==> src/design/ipv4v_pkg.sv <==
// ----------------------------------------------------------------------------
// ipv4v_pkg
// Types and constants of the IPv4 address-with-port text validator.
// ----------------------------------------------------------------------------
`default_nettype none

package ipv4v_pkg;

  // Character codes the parser looks for
  localparam logic [7:0] CharZero  = 8'd48;
  localparam logic [7:0] CharNine  = 8'd57;
  localparam logic [7:0] CharDot   = 8'd46;
  localparam logic [7:0] CharColon = 8'd58;
  localparam logic [7:0] CharPlus  = 8'd43;
  localparam logic [7:0] CharSpace = 8'd32;
  localparam logic [7:0] CharTab   = 8'd9;
  localparam logic [7:0] CharCr    = 8'd13;

  // Limits
  localparam logic [9:0]  OctetMax = 10'd255;
  localparam logic [19:0] PortMax  = 20'd65535;
  localparam logic [16:0] PortSat  = 17'h10000;
  localparam logic [1:0]  LastGroup = 2'd3;
  localparam logic [1:0]  MaxDigits = 2'd3;

  // Port part phase, one-hot
  typedef enum logic [2:0] {
    PH_WAIT   = 3'b001,  // awaiting whitespace, sign or digit
    PH_SIGN   = 3'b010,  // a plus sign was seen
    PH_DIGITS = 3'b100   // inside the digits
  } port_phase_e;

  // One input item
  typedef struct packed {
    logic [7:0] char_code;
    logic       end_mark;
  } ipv4v_in_t;

  // One result item
  typedef struct packed {
    logic        valid_res;
    logic        has_port;
    logic [7:0]  octet_a;
    logic [7:0]  octet_b;
    logic [7:0]  octet_c;
    logic [7:0]  octet_d;
    logic [15:0] port_number;
  } ipv4v_res_t;

endpackage

`default_nettype wire

==> src/design/ipv4_port_text_validator.sv <==
// ----------------------------------------------------------------------------
// ipv4_port_text_validator
// Character-stream parser that checks an IPv4 dotted quad with optional
// ":port" and returns the octets and port on each end marker.
// ----------------------------------------------------------------------------
//  channel | direction | handshake              | payload
//  --------+-----------+------------------------+----------------------------
//  in      | input     | in_valid_i / in_ready_o | in_data_i  (ipv4v_in_t)
//  out     | output    | out_valid_o / out_ready_i | out_data_o (ipv4v_res_t)
//
//  One character per cycle: a transfer lands in the input register, and the
//  next cycle updates the parser state (digit accumulate and compare).
//  An end-marker transfer loads the result register and clears the parser.
//  out_valid_o is the registered valid bit of the result register.
//  Only an end marker waiting on a full, stalled result register holds off
//  new input; characters keep flowing while a result waits.
//  Reset clears the parser to the empty-text state.
// ----------------------------------------------------------------------------
`default_nettype none

module ipv4_port_text_validator (
  input  wire logic                   clk_i,
  input  wire logic                   rst_ni,
  input  wire logic                   in_valid_i,
  output logic                        in_ready_o,
  input  wire ipv4v_pkg::ipv4v_in_t   in_data_i,
  output logic                        out_valid_o,
  input  wire logic                   out_ready_i,
  output ipv4v_pkg::ipv4v_res_t       out_data_o
);
  import ipv4v_pkg::*;

  // Input register
  logic      in_valid_q, in_valid_d;
  ipv4v_in_t in_q;

  // Parser state
  logic        in_port_q,   in_port_d;
  logic [1:0]  group_idx_q, group_idx_d;
  logic [1:0]  digits_q,    digits_d;
  logic [9:0]  group_val_q, group_val_d;
  logic [7:0]  octet_q [3];
  logic [7:0]  octet_d [3];
  port_phase_e phase_q,     phase_d;
  logic [16:0] port_val_q,  port_val_d;
  logic        error_q,     error_d;
  logic        any_char_q,  any_char_d;

  // Result register
  logic       out_valid_q, out_valid_d;
  ipv4v_res_t out_q, out_d;

  // Datapath helpers
  logic       advance;
  logic       out_free;
  logic [7:0] c;
  logic [3:0] dig;
  logic       is_digit;
  logic       is_space;
  logic       addr_ok;
  logic       ok;
  logic [19:0] port_mul;
  logic [16:0] port_next;
  logic [9:0]  group_next;

  // Handshake: process the held character unless an end marker meets a
  // stalled result register
  assign out_free   = !out_valid_q || out_ready_i;
  assign advance    = in_valid_q && (!in_q.end_mark || out_free);
  assign in_ready_o = !in_valid_q || advance;

  // Classify the character
  assign c        = in_q.char_code;
  assign dig      = c[3:0];
  assign is_digit = (c >= CharZero) && (c <= CharNine);
  assign is_space = (c == CharSpace) || ((c >= CharTab) && (c <= CharCr));

  // Accumulate group and port values
  assign group_next = 10'(group_val_q * 10'd10) + {6'd0, dig};
  assign port_mul   = 20'({3'd0, port_val_q} * 20'd10) + {16'd0, dig};
  assign port_next  = (port_mul > PortMax) ? PortSat : port_mul[16:0];

  // Address part closes as a valid quad
  assign addr_ok = (digits_q != 2'd0) && (group_idx_q == LastGroup) &&
                   (group_val_q <= OctetMax);

  // Verdict at the end marker
  always_comb begin
    ok = any_char_q && !error_q;
    if (ok) begin
      if (in_port_q) begin
        ok = (phase_q == PH_DIGITS) && (port_val_q != 17'd0) &&
             (port_val_q <= PortMax[16:0]);
      end else begin
        ok = addr_ok;
      end
    end
  end

  // Next parser state
  always_comb begin
    in_valid_d  = in_ready_o ? in_valid_i : in_valid_q;
    in_port_d   = in_port_q;
    group_idx_d = group_idx_q;
    digits_d    = digits_q;
    group_val_d = group_val_q;
    octet_d     = octet_q;
    phase_d     = phase_q;
    port_val_d  = port_val_q;
    error_d     = error_q;
    any_char_d  = any_char_q;

    if (advance) begin
      if (in_q.end_mark) begin
        // Drop all parse state for the next text
        in_port_d   = 1'b0;
        group_idx_d = 2'd0;
        digits_d    = 2'd0;
        group_val_d = 10'd0;
        for (int i = 0; i < 3; i++) begin
          octet_d[i] = 8'd0;
        end
        phase_d     = PH_WAIT;
        port_val_d  = 17'd0;
        error_d     = 1'b0;
        any_char_d  = 1'b0;
      end else begin
        any_char_d = 1'b1;
        if (!error_q) begin
          if (in_port_q) begin
            // Port part: whitespace, optional plus, digits
            if (is_digit) begin
              port_val_d = port_next;
              phase_d    = PH_DIGITS;
            end else begin
              unique case (phase_q)
                PH_WAIT: begin
                  if (c == CharPlus) begin
                    phase_d = PH_SIGN;
                  end else if (!is_space) begin
                    error_d = 1'b1;
                  end
                end
                PH_SIGN, PH_DIGITS: begin
                  error_d = 1'b1;
                end
                default: begin
                  error_d = 1'b1;
                end
              endcase
            end
          end else begin
            // Address part: digits, dots, one colon
            priority if (is_digit) begin
              if (digits_q >= MaxDigits) begin
                error_d = 1'b1;
              end else begin
                group_val_d = group_next;
                digits_d    = digits_q + 2'd1;
              end
            end else if (c == CharDot) begin
              if ((digits_q == 2'd0) || (group_idx_q == LastGroup) ||
                  (group_val_q > OctetMax)) begin
                error_d = 1'b1;
              end else begin
                for (int i = 0; i < 3; i++) begin
                  if (group_idx_q == 2'(i)) begin
                    octet_d[i] = group_val_q[7:0];
                  end
                end
                group_idx_d = group_idx_q + 2'd1;
                digits_d    = 2'd0;
                group_val_d = 10'd0;
              end
            end else if (c == CharColon) begin
              if (addr_ok) begin
                in_port_d = 1'b1;
              end else begin
                error_d = 1'b1;
              end
            end else begin
              error_d = 1'b1;
            end
          end
        end
      end
    end
  end

  // Result register next value
  always_comb begin
    out_valid_d = out_valid_q;
    out_d       = out_q;
    if (out_ready_i) begin
      out_valid_d = 1'b0;
    end
    if (advance && in_q.end_mark) begin
      out_valid_d       = 1'b1;
      out_d.valid_res   = ok;
      out_d.has_port    = in_port_q;
      out_d.octet_a     = ok ? octet_q[0] : 8'd0;
      out_d.octet_b     = ok ? octet_q[1] : 8'd0;
      out_d.octet_c     = ok ? octet_q[2] : 8'd0;
      out_d.octet_d     = ok ? group_val_q[7:0] : 8'd0;
      out_d.port_number = (ok && in_port_q) ? port_val_q[15:0] : 16'd0;
    end
  end

  // Control registers
  always_ff @(posedge clk_i or negedge rst_ni) begin
    if (!rst_ni) begin
      in_valid_q  <= 1'b0;
      out_valid_q <= 1'b0;
      in_port_q   <= 1'b0;
      group_idx_q <= 2'd0;
      digits_q    <= 2'd0;
      group_val_q <= 10'd0;
      for (int i = 0; i < 3; i++) begin
        octet_q[i] <= 8'd0;
      end
      phase_q     <= PH_WAIT;
      port_val_q  <= 17'd0;
      error_q     <= 1'b0;
      any_char_q  <= 1'b0;
    end else begin
      in_valid_q  <= in_valid_d;
      out_valid_q <= out_valid_d;
      in_port_q   <= in_port_d;
      group_idx_q <= group_idx_d;
      digits_q    <= digits_d;
      group_val_q <= group_val_d;
      octet_q     <= octet_d;
      phase_q     <= phase_d;
      port_val_q  <= port_val_d;
      error_q     <= error_d;
      any_char_q  <= any_char_d;
    end
  end

  // Payload registers
  always_ff @(posedge clk_i) begin
    if (in_valid_i && in_ready_o) begin
      in_q <= in_data_i;
    end
    out_q <= out_d;
  end

  assign out_valid_o = out_valid_q;
  assign out_data_o  = out_q;

  // Assertions
  a_invalid_zero: assert property (@(posedge clk_i) disable iff (!rst_ni)
    out_valid_q && !out_q.valid_res |->
      (out_q.octet_a == 8'd0) && (out_q.octet_b == 8'd0) &&
      (out_q.octet_c == 8'd0) && (out_q.octet_d == 8'd0) &&
      (out_q.port_number == 16'd0))
    else $error("invalid result carries nonzero fields");

  a_port_needs_colon: assert property (@(posedge clk_i) disable iff (!rst_ni)
    out_valid_q && (out_q.port_number != 16'd0) |->
      out_q.has_port && out_q.valid_res)
    else $error("port reported without valid port part");

  a_stall_cause: assert property (@(posedge clk_i) disable iff (!rst_ni)
    !in_ready_o |-> in_valid_q && in_q.end_mark && out_valid_q && !out_ready_i)
    else $error("input stalled without a blocked end marker");

  a_port_sat: assert property (@(posedge clk_i) disable iff (!rst_ni)
    port_val_q <= PortSat)
    else $error("port accumulator beyond saturation value");

  a_empty_group: assert property (@(posedge clk_i) disable iff (!rst_ni)
    (digits_q == 2'd0) |-> (group_val_q == 10'd0))
    else $error("empty group holds a value");

endmodule

`default_nettype wire
==> config.mk <==
export PLATFORM = sky130hd
export DESIGN_NAME = ipv4_port_text_validator
export DESIGN_NICKNAME = d
export VERILOG_FILES = /design/src/design/ipv4v_pkg.sv /design/src/design/ipv4_port_text_validator.sv
export SDC_FILE = /design/constraint.sdc
export NUM_CORES = 1
export LEC_CHECK = 0
export CORE_MARGIN = 1
export CORE_UTILIZATION = 42
export CTS_BUF_LIST = sky130_fd_sc_hd__clkbuf_2 sky130_fd_sc_hd__clkbuf_4 sky130_fd_sc_hd__clkbuf_8
export DETAILED_ROUTE_END_ITERATION = 16
export DONT_BUFFER_PORTS = 1
export PLACE_DENSITY = 0.53
export REMOVE_ABC_BUFFERS = 1
export SETUP_SLACK_MARGIN = 0.4
export SLEW_MARGIN = 0
export SYNTH_ARGS = -nofsm -noshare
export SYNTH_HDL_FRONTEND = slang
export SYNTH_SLANG_ARGS = --single-unit
export TNS_END_PERCENT = 1
==> constraint.sdc <==
create_clock -name clk_i -period 4.9 [get_ports clk_i]
set_input_delay 0.98 -clock clk_i [delete_from_list [all_inputs] [get_ports clk_i]]
set_output_delay 0.98 -clock clk_i [all_outputs]
set_load 0.02 [all_outputs]
# Word level (Yosys, flattened, before mapping)
# Index checks and enable logic that the tools add are counted.
# totals
reg_bits	122
input_bits	13
output_inout_bits	52
word_cells	160
# classes
addsub	4
n_mul	2
magnitude_cmp	9
n_eq_ne	15
muxes	65
n_reduce_logical	43
# op_table
cell	n
$mux 24	6
$mux 17	5
$mux 10	7
$eq 8x6->1 const B	4
$mux 2	13
$mux 1	25
$mux 8	3
$reduce_and 7->1	3
$add 20x4->20	1
$gt 20x16->1 const B	1
$mul 17x3->19 const B	1
$mux 3	6
$le 17x16->1 const B	1
$reduce_bool 17->1	1
$reduce_bool 2->1	8
$reduce_and 6->1	2
$logic_and 1x1->1	11
$add 10x4->10	1
$gt 10x8->1 const B	1
$le 10x8->1 const B	1
$mul 10x3->9 const B	1
$reduce_bool 3->1	3
$ge 8x4->1 const B	1
$ge 8x6->1 const B	1
other kinds (16)	31

# Depth between registers and ports, before layout
# Gate-level depths: netlist (run 1).
# logic_depth
ltp_word	10
mapped_depth	12

# Worst setup path after synthesis (run 1)
# No wires, ideal clock.
# synth_path
path_kind	reg2reg
from	reg port_val_q[1]
to	reg port_val_q[15]
setup_ps	66
arrival_ps	3718
t_required_ps	4834
slack_ps	1116
stages_incl_launch_ff	12
path_buffers	0
synth_period_minus_slack_ps	3784
cell_sequence	dfrtp_1 > ha_1 > ha_1 > fa_1 > a21o_1 > a221oi_1 > xnor2_1 > nand4b_2 > or4_4 > mux2_4 > nor4_4 > o31a_1
# synth_via
elab_chain_cells	8
# synth_lines
item	line	text
start, declared	ipv4_port_text_validator.sv:45	logic [16:0] port_val_q, port_val_d;
start signal, assigned	ipv4_port_text_validator.sv:234	port_val_q <= port_val_d;
$mul 17x3->19 *	ipv4_port_text_validator.sv:80	assign port_mul = 20'({3'd0, port_val_q} * 20'd10) + {16'd0, dig};
$add 20x4->20 *	ipv4_port_text_validator.sv:80	
$gt 20x16->1	ipv4_port_text_validator.sv:81	assign port_next = (port_mul > PortMax) ? PortSat : port_mul[16:0];
$mux 17 *	ipv4_port_text_validator.sv:81	
$mux 17 *	ipv4_port_text_validator.sv:132	if (is_digit) begin
$mux 17 *	ipv4_port_text_validator.sv:130	if (in_port_q) begin
$mux 17 *	ipv4_port_text_validator.sv:129	if (!error_q) begin
$mux 17 *	ipv4_port_text_validator.sv:114	if (in_q.end_mark) begin
# Mark *: on every way between the ends. The rest lies on a longest branch, timed or not. The select of a mux whose other input is x is not followed.
# A chain may end at the register's enable or synchronous reset.

# Worst setup path in the final report (run 1)
# Same ends and word-level chain as after synthesis.

==> results of run 1 <==
cell families after synthesis:
| family | Yosys count | share of synthesized area (%) |
|---|---|---|
| AND/OR/NAND/NOR | 218 | 18.0 |
| AO/OA/AOI/OAI | 121 | 11.7 |
| adder cells (fa/ha/maj) | 57 | 10.8 |
| buffers and inverters | 47 | 2.59 |
| flip-flops | 122 | 48.5 |
| XOR/XNOR | 34 | 4.31 |
| multiplexers | 25 | 4.13 |
stage by stage:
| stage | hold slack (ns) | power [mW] | setup slack (ns) | std cells | instance area [sq um] |
|---|---|---|---|---|---|
| after global placement | 0.458 | 1.31 | 0.738 | 817 | 7110 |
| final | 0.231 | 2.26 | 0.728 | 849 | 7550 |
| after global routing | 0.197 | 2.34 | 0.510 | 849 | 7550 |
| after CTS | 0.203 | 2.28 | 0.591 | 849 | 7540 |
| after detailed placement | 0.474 | 1.32 | 0.628 | 817 | 7110 |
| after floorplan | 0.438 | 1.27 | 1.08 | 596 | 6800 |
per-layer routing:
metal  share of wire, %  routed length, um  GRT usage, %  up-vias
met5                  0                  0             0        -
met4                1.3                190          6.09        0
met3                4.0                583          3.73       17
met2                 44               6450          28.1      125
met1                 50               7300          26.4     2273
li1                   -                  -             -     2308
Yosys cell counts, types with 18 or more instances:
cell type,count
sky130_fd_sc_hd__dfrtp_1,62
sky130_fd_sc_hd__edfxtp_1,59
sky130_fd_sc_hd__ha_1,53
sky130_fd_sc_hd__nand2_1,46
sky130_fd_sc_hd__and2_1,38
sky130_fd_sc_hd__o21ai_0,33
sky130_fd_sc_hd__clkbuf_1,26
sky130_fd_sc_hd__and3_1,24
sky130_fd_sc_hd__mux2_2,24
sky130_fd_sc_hd__nor2_1,24
sky130_fd_sc_hd__a21oi_1,22
sky130_fd_sc_hd__xnor2_1,21
sky130_fd_sc_hd__inv_1,19
sky130_fd_sc_hd__nand4_1,18
flip-flops by register name, summed over array words and instances (netlist names):
register	cells
out_valid_o	1
group_val_q	10
out_data_o	50
port_val_q	17
group_idx_q	2
in_q	1
digits_q	2
in_valid_q	1
error_q	1
phase_q	3
c	8
octet_q	24
any_char_q	1
in_port_q	1
power breakdown:
| group | total, mW | switching [mW] | internal [mW] |
|---|---|---|---|
| clock network | 0.962 | 0.440 | 0.522 |
| logic | 0.131 | 0.0851 | 0.0458 |
| registers | 1.17 | 0.0532 | 1.11 |
| total | 2.26 | 0.578 | 1.68 |
critical path, cell delays in order, from the launching register on:
cell	delay [ns]
sky130_fd_sc_hd__dfrtp_1	0.46
sky130_fd_sc_hd__ha_1	0.32
sky130_fd_sc_hd__ha_1	0.25
sky130_fd_sc_hd__fa_1	0.48
sky130_fd_sc_hd__a21o_1	0.26
sky130_fd_sc_hd__a221oi_1	0.38
sky130_fd_sc_hd__xnor2_1	0.27
sky130_fd_sc_hd__nand4b_2	0.20
sky130_fd_sc_hd__or4_4	0.60
sky130_fd_sc_hd__mux2_4	0.42
sky130_fd_sc_hd__nor4_4	0.30
sky130_fd_sc_hd__o31a_1	0.17
path summary, 6_finish.rpt:
check | to | slack, ns | cells past startpoint
max | port_val_q[15]$_DFFE_PN0P_ | 0.73 | 11
min | group_val_q[9]$_DFFE_PN0P_ | 0.23 | 0
max reg2reg | port_val_q[15]$_DFFE_PN0P_ | 0.73 | 11
min reg2reg | group_val_q[9]$_DFFE_PN0P_ | 0.49 | 2
max in group asynchronous | phase_q[0]$_DFFE_PN1P_ | 4.48 | 0
min in group clk_i | group_val_q[9]$_DFFE_PN0P_ | 0.49 | 2
layout make-up:
| cell class | count | area [sq um] | share of cell area [%] |
|---|---|---|---|
| clock inverters | 14 | 186 | 2.47 |
| multi-input cells | 455 | 3390 | 44.9 |
| well taps | 216 | 270 | 3.58 |
| repair buffers | 5 | 37.5 | 0.497 |
| flip-flops and latches | 122 | 3350 | 44.4 |
| clock buffers | 18 | 241 | 3.20 |
| inverters | 19 | 71.3 | 0.945 |
==> results.env, run 1 <==
SYN-MEAN-INSTANCE-AREA_SQ_UM=11.1
YOSYSSEQAREASHARE_PCT=48.5
SYNTH_WARNINGS=0
POSTCTSSETUPREPAIRBUFS=0
DRTANTENNAVIOLNETS=0
FILLER_CELLS=1484
CTS_ROOT_BUFFER='sky130_fd_sc_hd__clkbuf_8'
SYNTH.FF_LATCH_COUNT=122
WORST_SETUP_PATH_END_KIND='flip-flop'
CLOCKBUFFERDEPTH=2
GRT.OVERFLOW.TOTAL=0
SYNTHCELLS=624
SYNTH_TOP_CELLS_BY_AREA='sky130_fd_sc_hd__edfxtp_1 (26%), sky130_fd_sc_hd__dfrtp_1 (22%), sky130_fd_sc_hd__ha_1 (9.6%), sky130_fd_sc_hd__mux2_2 (3.9%), sky130_fd_sc_hd__and2_1 (3.4%)'
WORSTSETUPPATHTYPE='reg2reg'
PWRDENS_mW_PER_MM2=299
SYNTH_TOP_FLOP_CELL='sky130_fd_sc_hd__dfrtp_1'
CRITICAL_PATH_ARRIVAL_NS=4.55
START_UTIL_PCT=43.3
FP-ROW-COUNT=46
CLOCK_TREE_FROM_TRITONCTS='yes'
INITIAL_ANTENNA_VIOLATION_COUNT=0
RESIDUAL_DRC=0
SETUP.WORST_PATH.START_CLASS='flip-flop'
VIA_PER_INST=5.56
PIN_COUNT=65
RSZ0062_AT_GRT='no'
POST_SYNTH_INSTANCE_AREA_SQ_MM=0.00690
BUFFER_PORTS.INSERTED=0
FIN_CRIT_NS=4.17
DRT_FIRST_PASS_ITERS=5
TIMING.CRITICAL_PATH.FROM='port_val_q[1]$_DFFE_PN0P_'
CRITICAL_PATH.MAX_FANOUT=16
DIE_H_UM=130
AREA_GROWTH_PCT=9.30
ROUTE.VIAS.TOTAL=4723
FINALWIRELENGTH_UM=14500
FMAX_MHz=240
DP.FINAL_HPWL_UM=10400
LEAKAGEPOWER_nW=3.34
DIE_WIDTH_UM=130
CORE_AREA_SQ_MM=0.0159
DRT-WIRELENGTH-PER-CELL_UM=17.1
LAYOUT.CELLS.MOST_COMMON='sky130_fd_sc_hd__dfrtp_1'
GRT_PASS1_VIAS=4589
SETUP_VIOL=0
ASYNC_RESET_FF_SHARE_PCT=51.6
GRT_UTIL_ALL_LAYERS_PCT=18.5
FINAL_LAYOUT_SIZE_SUFFIX_GT1_SHARE_PCT=12.0
YOSYS.AREA.TOP_TYPE_SHARE_PCT=25.7
HOLD_PATH_CLASS='in2async'
WORST_SLEW_PIN_SLEW_NS=0.883
GRT_START_MAX_NET_PINS=64
REQUIRED_NS=5.28
FINALCOREUTILIZATION_PCT=47.3
CLOCK-SINKS=122
MAXCAPVIOLCOUNT=0
GP_CONGESTION=0.848
ANTENNA_CELLS=0
WORST_SETUP_HOLD_PATH_CLK_SLEW_NS=0.08
STATUS='finished, final reports clean'
CTS_HOLD_BUFFERS=0
SYNTH_AREA_LEADER_CELL='sky130_fd_sc_hd__edfxtp_1'
CTS_HTREE_LEVELS=4
SYNTH_EDF_COUNT=59
MAXSLEWVIOLCOUNT=0
TIMING.RR.START='port_val_q[1]$_DFFE_PN0P_'
DRT_ITER0_MARKERS=299
GRT_PASS1_WL_UM=24000
FINALHOLDVIOLATIONS=0
FINAL.SETUP.TNS_NS=0
MOSTFREQUENTLAYOUTCELLS='sky130_fd_sc_hd__dfrtp_1 (62), sky130_fd_sc_hd__edfxtp_1 (59), sky130_fd_sc_hd__ha_1 (53)'
VDD.IR_DROP.WORST_V=0.000207
FINAL_NET_COUNT=690
POST_CTS_RESIZE_COUNT=0
TRITONCTS.NUM_BUFFERS=17
CLKLATENCYLATEPIN_NS=0.44
DIEAREA_SQ_MM=0.0170
MAXSLEWHEADROOM_PCT=40.3
SKEW_NS=0.0113
FIN_CRIT_SH_PCT=85.1
YOSYSUNIQUECELLTYPES=64
Power figures use the tool's default switching activity.
==> inputs of run 2 (changes only) <==
CTS_BUF_LIST = default   (was sky130_fd_sc_hd__clkbuf_2 sky130_fd_sc_hd__clkbuf_4 sky130_fd_sc_hd__clkbuf_8)
==> run 2 against run 1 <==
Net effect: combinational power barely moved; register-to-register slack is essentially flat; via count up 0.44%; routed wire length fell by 0.59%; clock skew shrank 0.0033 ns; total power up 15%; cell area up 2.5%; clock-buffer cell count did not move; global-route usage grew 0.098 points; sequential cell count did not move; worst setup slack better by 0.00086 ns; largest cell class unchanged; largest power group is now the clock network.
==> results.env, run 2 (same netlist as run 1, synthesis figures left out) <==
STATUS='finished, final reports clean'
RSZ0062_AT_GRT='no'
TIMING.RR.START='port_val_q[1]$_DFFE_PN0P_'
CTS_ROOT_BUFFER='sky130_fd_sc_hd__clkbuf_16'
GRT_PASS1_WL_UM=23900  # -0.14%
WORST_SLEW_PIN_SLEW_NS=0.850  # -0.0326 ns
HOLD_PATH_CLASS='in2async'
FIN_WORST_HOLD_SLACK_NS=0.258  # +0.0276 ns
INITIAL_ANTENNA_VIOLATION_COUNT=0  # unchanged
TRITONCTS.NUM_BUFFERS=17  # unchanged
PWRDENS_mW_PER_MM2=335  # +12%
FMAX_MHz=240  # about the same
FINAL_LAYOUT_SIZE_SUFFIX_GT1_SHARE_PCT=11.8  # -0.16 points
DP.FINAL_HPWL_UM=10400  # unchanged
RESIDUAL_DRC=0  # unchanged
START_UTIL_PCT=43.3  # unchanged
BUFFER_PORTS.INSERTED=0  # unchanged
ROUTE.VIAS.TOTAL=4744  # +0.44%
REG2REG_DEPTH=11  # unchanged
DRTANTENNAVIOLNETS=0  # unchanged
CRITICAL_PATH.MAX_FANOUT=16  # unchanged
POWER.SEQUENTIAL.FRACTION_PCT=45.1  # -6.5 points
CLOCK-SINKS=122  # unchanged
CTS_HTREE_LEVELS=4  # unchanged
INTERNAL-POWER_mW=1.97  # +17%
GRT_START_MAX_NET_PINS=64  # unchanged
FINAL.SETUP.WORST_SLACK_NS=0.729  # +0.000861 ns
DIE_H_UM=130  # unchanged
FINALHOLDVIOLATIONS=0  # unchanged
DRT-WIRELENGTH-PER-CELL_UM=17.0  # -0.59%
P_CLK_SHARE_PCT=49.9  # +7.3 points
SW_FRAC_OF_TOTAL_PCT=23.9  # -1.8 points
SKEW_NS=0.00806  # -0.00325 ns
LARGEST_REGISTER_FFS=50  # unchanged
AREA_GROWTH_PCT=12.0
TIMING.CRITICAL_PATH.FROM='port_val_q[1]$_DFFE_PN0P_'
SETUP_VIOL=0  # unchanged
FINAL_NET_COUNT=690  # unchanged
GRT_UTIL_ALL_LAYERS_PCT=18.6  # +0.098 points
GP_CONGESTION=0.848  # unchanged
FINALWIRELENGTH_UM=14400  # -0.59%
MAXSLEWVIOLCOUNT=0  # unchanged
PATH_COMMON_CELL='sky130_fd_sc_hd__ha_1'
FIN_CRIT_SH_PCT=85.1  # about the same
FP-ROW-COUNT=46  # unchanged
LAYOUT.CELLS.MOST_COMMON='sky130_fd_sc_hd__dfrtp_1'
GRT.OVERFLOW.TOTAL=0  # unchanged
FINAL.SETUP.TNS_NS=0  # unchanged
CRITPATHCAPTURE='port_val_q[16]$_DFFE_PN0P_'
CORE_AREA_SQ_MM=0.0159  # unchanged
DRT_FIRST_PASS_ITERS=5  # unchanged
FIN_CRIT_NS=4.17  # -0.000861 ns
P_SW_mW=0.618  # +6.9%
PLACE_WS_NS=0.628  # unchanged
MOSTFREQUENTLAYOUTCELLS='sky130_fd_sc_hd__dfrtp_1 (62), sky130_fd_sc_hd__edfxtp_1 (59), sky130_fd_sc_hd__ha_1 (53)'
VIA_PER_INST=5.59  # +0.44%
PATH_CELLS='ha_1, ha_1, fa_1, a21o_1, a221oi_1, xnor2_1, nand4b_2, or4_4, mux2_4, nor4_4, o21ai_1'
VDD.IR_DROP.WORST_V=0.000263  # +27%
CLOCKBUFFERDEPTH=2  # unchanged
DIEAREA_SQ_MM=0.0170  # unchanged
CLOCK_TREE_FROM_TRITONCTS='yes'
WORST_PATH_MAX_DELAY_CELL='sky130_fd_sc_hd__or4_4'
CRITICAL_PATH_ARRIVAL_NS=4.46  # -0.09 ns
P_COMB_SHARE_PCT=5.0  # -0.8 points
DIE_WIDTH_UM=130  # unchanged
INSTANCES_NO_FILL=849  # unchanged
PIN_COUNT=65  # unchanged
TOTAL_POWER_mW=2.59  # +15%
WORSTSETUPPATHTYPE='reg2reg'
WORST_SETUP_HOLD_PATH_CLK_SLEW_NS=0.06  # -0.02 ns
LEAKAGEPOWER_nW=3.42  # +2.5%
CLKLATENCYLATEPIN_NS=0.42  # -0.02 ns
DRT_ITER0_MARKERS=308  # +3.0%
R2R-END='port_val_q[16]$_DFFE_PN0P_'
RRSETUPSLACK_NS=0.73  # about the same
SLOWEST_DELAY_NS=0.60  # about the same
WORST_SETUP_PATH_END_KIND='flip-flop'
SETUP.WORST_PATH.START_CLASS='flip-flop'
GRT_PASS1_VIAS=4573  # -0.35%
MAXCAPVIOLCOUNT=0  # unchanged
MAXSLEWHEADROOM_PCT=42.5  # +2.2 points
ANTENNA_CELLS=0  # unchanged
PLACEDCELLCOUNT=817  # unchanged
REQUIRED_NS=5.19  # -0.09 ns
==> run 2: worst min path at each step <==
stage / from / to / slack, ns / cells after the start
6_report: rst_ni / group_val_q[6]$_DFFE_PN0P_ / 0.26 / 0
5_1_grt: rst_ni / group_val_q[9]$_DFFE_PN0P_ / 0.24 / 0
4_1_cts: rst_ni / port_val_q[6]$_DFFE_PN0P_ / 0.24 / 0
3_5_place_dp: any_char_q$_DFFE_PN0P_ / any_char_q$_DFFE_PN0P_ / 0.47 / 2
3_3_place_gp: any_char_q$_DFFE_PN0P_ / any_char_q$_DFFE_PN0P_ / 0.46 / 2
2_1_floorplan: any_char_q$_DFFE_PN0P_ / any_char_q$_DFFE_PN0P_ / 0.44 / 2
==> run 2: stage by stage <==
step                      cell area, sq um  utilization (%)
after floorplan                       6800                -
after CTS                             7720             48.5
final                                 7730             48.5
after detailed placement              7110             44.6
after global routing                  7730             48.5
after global placement                7110             44.6
==> run 2: area by class of cell <==
class,count,area (sq um)
timing repair buffer,5,37.5
multi-input combinational,455,3390
fill,1455,8210
tap,216,270
clock inverter,14,186
sequential,122,3350
clock buffer,18,429
inverter,19,71.3
==> run 2: timing repair <==
item	in CTS	in global routing
setup buffers	0	0
resized for setup	0	1
hold buffers	0	0
setup endpoints to repair	0	1
==> run 2: power by group through the flow <==
stage          Sequential (mW)  Clock [mW]  Combinational (mW)
3_3_place_gp              1.19           0               0.126
5_1_grt                   1.17        1.36               0.147
4_1_cts                   1.17        1.32               0.130
3_5_place_dp              1.19           0               0.129
6_report                  1.17        1.29               0.131
2_1_floorplan             1.18           0              0.0940
==> run 2: worst max-delay path, delay by kind of cell (launching register included) <==
kind | cells | cell delay [ns]
adders and majority gates | 3 | 1.06
AOI/OAI and AO/OA | 3 | 0.73
muxes | 1 | 0.41
xor gates and xnor gates | 1 | 0.27
DFF | 1 | 0.46
and+or+nand+nor | 3 | 1.11
==> run 2: layer usage <==
layer  global-route usage (%)  wire length (um)  up-vias
met2                     27.8              6460      143
met4                     6.36               211        0
met3                     4.35               642       18
met5                        0                 0        -
li1                         -                 -     2306
met1                     26.5              7130     2277
==> inputs of run 3 (changes only) <==
RECOVER_POWER = 100   (was default)
==> run 3 against run 2 <==
Net effect: the flow now finishes with violations (capacitance limit, slew limit); sequential share of layout area rose by 0.091 points; largest power group unchanged; total power barely moved; clock power about the same; via count barely moved; core utilization down 0.10 points; highest routed layer unchanged; clock-buffer cell count stayed put; sequential cell count is the same; worst hold slack worse by 0.00085 ns; first-iteration DRC count decreased by 7.1%; critical path depth unchanged; fmax fell by 5.0%.
==> results.env, run 3 (same netlist as run 1, synthesis figures left out) <==
SKEW_NS=0.00799  # -0.0000668 ns
PLACE_WS_NS=0.628  # unchanged
GRT_UTIL_ALL_LAYERS_PCT=18.6  # unchanged
TOTAL_POWER_mW=2.59  # about the same
FIN_CRIT_NS=4.39  # +0.217 ns
PWRDENS_mW_PER_MM2=336  # +0.19%
STATUS='finished, violations left'
SETUP.WORST_PATH.START_CLASS='flip-flop'
TRITONCTS.NUM_BUFFERS=17  # unchanged
REQUIRED_NS=5.25  # +0.06 ns
GRT_PASS1_WL_UM=23900  # unchanged
INITIAL_ANTENNA_VIOLATION_COUNT=0  # unchanged
LARGEST_REGISTER_FFS=50  # unchanged
LAYOUT.CELLS.MOST_COMMON='sky130_fd_sc_hd__dfrtp_1'
CLOCKBUFFERDEPTH=2  # unchanged
RSZ0062_AT_GRT='no'
POST_CTS_RESIZE_COUNT=0  # unchanged
TIMING.RR.START='port_val_q[1]$_DFFE_PN0P_'
MAXCAPVIOLCOUNT=1  # +1
CLOCK-SINKS=122  # unchanged
MAXSLEWHEADROOM_PCT=-31.1  # -74 points
RRSETUPSLACK_NS=0.51  # -0.22 ns
FINAL.SETUP.TNS_NS=0  # unchanged
LEAKAGEPOWER_nW=3.39  # -0.95%
CTS_HOLD_BUFFERS=0  # unchanged
REG2REG_DEPTH=11  # unchanged
GP_CONGESTION=0.848  # unchanged
GRT_PASS1_VIAS=4573  # unchanged
FINAL.SETUP.WORST_SLACK_NS=0.511  # -0.217 ns
GRT.OVERFLOW.TOTAL=0  # unchanged
FIN_WORST_HOLD_SLACK_NS=0.257  # -0.000846 ns
FIN_CRIT_SH_PCT=89.6  # +4.4 points
R2R-END='port_val_q[15]$_DFFE_PN0P_'
DIE_WIDTH_UM=130  # unchanged
WORST_SETUP_HOLD_PATH_CLK_SLEW_NS=0.06  # about the same
VIA_PER_INST=5.59  # about the same
ROUTE.VIAS.TOTAL=4745  # +0.021%
START_UTIL_PCT=43.3  # unchanged
FINAL_LAYOUT_SIZE_SUFFIX_GT1_SHARE_PCT=11.1  # -0.79 points
FILLER_CELLS=1459  # +0.27%
ANTENNA_CELLS=0  # unchanged
HOLD_PATH_CLASS='in2async'
PIN_COUNT=65  # unchanged
CRITICAL_PATH.MAX_FANOUT=16  # unchanged
CLOCK_TREE_FROM_TRITONCTS='yes'
DIEAREA_SQ_MM=0.0170  # unchanged
RESIDUAL_DRC=0  # unchanged
DRT-WIRELENGTH-PER-CELL_UM=17.0  # about the same
CTS_HTREE_LEVELS=4  # unchanged
MOSTFREQUENTLAYOUTCELLS='sky130_fd_sc_hd__dfrtp_1 (62), sky130_fd_sc_hd__edfxtp_1 (59), sky130_fd_sc_hd__ha_1 (53)'
CORE_AREA_SQ_MM=0.0159  # unchanged
CTS_ROOT_BUFFER='sky130_fd_sc_hd__clkbuf_16'
FAILING_CHECKS='capacitance limit, slew limit'
WORST_SLEW_PIN_SLEW_NS=1.97  # +1.12 ns
DRT_FIRST_PASS_ITERS=5  # unchanged
DRT_ITER0_MARKERS=286  # -7.1%
POSTCTSSETUPREPAIRBUFS=0  # unchanged
SETUP_VIOL=0  # unchanged
FINAL_NET_COUNT=690  # unchanged
FP-ROW-COUNT=46  # unchanged
WORSTSETUPPATHTYPE='reg2reg'
FINALHOLDVIOLATIONS=0  # unchanged
DIE_H_UM=130  # unchanged
VDD.IR_DROP.WORST_V=0.000271  # +3.0%
AREA_GROWTH_PCT=11.8
DRTANTENNAVIOLNETS=0  # unchanged
CRITICAL_PATH_ARRIVAL_NS=4.74  # +0.28 ns
BUFFER_PORTS.INSERTED=0  # unchanged
CLKLATENCYLATEPIN_NS=0.42  # about the same
GRT_START_MAX_NET_PINS=64  # unchanged
FINALWIRELENGTH_UM=14500  # about the same
DP.FINAL_HPWL_UM=10400  # unchanged
FMAX_MHz=228  # -5.0%
WORST_SETUP_PATH_END_KIND='flip-flop'
MAXSLEWVIOLCOUNT=39  # +39
[run 3: cell count changes in the layout (fill, tap and decap cells not counted), sizes merged]
cell and change:
buf -2, clkbuf +2
[run 3: worst max path at each step]
stage	slack, ns	to	start	cells after the start
6_report	0.51	port_val_q[15]$_DFFE_PN0P_	port_val_q[1]$_DFFE_PN0P_	11
2_1_floorplan	1.08	port_val_q[15]$_DFFE_PN0P_	port_val_q[1]$_DFFE_PN0P_	11
3_5_place_dp	0.63	port_val_q[3]$_DFFE_PN0P_	port_val_q[1]$_DFFE_PN0P_	11
5_1_grt	0.28	port_val_q[16]$_DFFE_PN0P_	port_val_q[1]$_DFFE_PN0P_	11
4_1_cts	0.61	port_val_q[2]$_DFFE_PN0P_	port_val_q[1]$_DFFE_PN0P_	11
3_3_place_gp	0.74	port_val_q[16]$_DFFE_PN0P_	port_val_q[1]$_DFFE_PN0P_	11
[run 3: critical path, stage by stage (launching register included)]
cell and delay (ns):
sky130_fd_sc_hd__dfrtp_1 0.46, sky130_fd_sc_hd__ha_1 0.33, sky130_fd_sc_hd__ha_1 0.25, sky130_fd_sc_hd__fa_1 0.48, sky130_fd_sc_hd__a21o_1 0.25, sky130_fd_sc_hd__a221oi_1 0.38
sky130_fd_sc_hd__xnor2_1 0.27, sky130_fd_sc_hd__nand4b_2 0.20, sky130_fd_sc_hd__or4_4 0.59, sky130_fd_sc_hd__mux2_1 0.57, sky130_fd_sc_hd__nor4_4 0.36, sky130_fd_sc_hd__o31a_1 0.17
[run 3: stage by stage]
step	utilization, %	area (sq um)	cells
6_report	48.4	7720	849
5_1_grt	48.4	7720	849
4_1_cts	48.5	7720	849
3_5_place_dp	44.6	7110	817
3_3_place_gp	44.6	7110	817
2_1_floorplan	-	6800	596
[run 3: layout make-up]
| type | instances | area [sq um] | share of cell area, % |
|---|---|---|---|
| multi-input combinational | 455 | 3380 | 43.8 |
| sequential | 122 | 3350 | 43.4 |
| clock inverter | 14 | 186 | 2.42 |
| inverter | 19 | 71.3 | 0.924 |
| tap | 216 | 270 | 3.50 |
| clock buffer | 18 | 429 | 5.56 |
| timing repair buffer | 5 | 30.0 | 0.389 |
[run 3: routing by layer]
layer	share of wire, %	vias to the layer above	routed length (um)	GRT usage (%)
li1	-	2302	-	-
met1	50	2297	7160	26.5
met2	45	133	6500	27.8
met3	4.3	13	625	4.35
met4	1.1	0	166	6.36
met5	0	-	0	0
[run 3: report_power, final]
part           switching, mW  internal [mW]  total (mW)
sequential            0.0531           1.11        1.17
combinational         0.0844         0.0451       0.130
clock                  0.479          0.812        1.29
total                  0.617           1.97        2.59
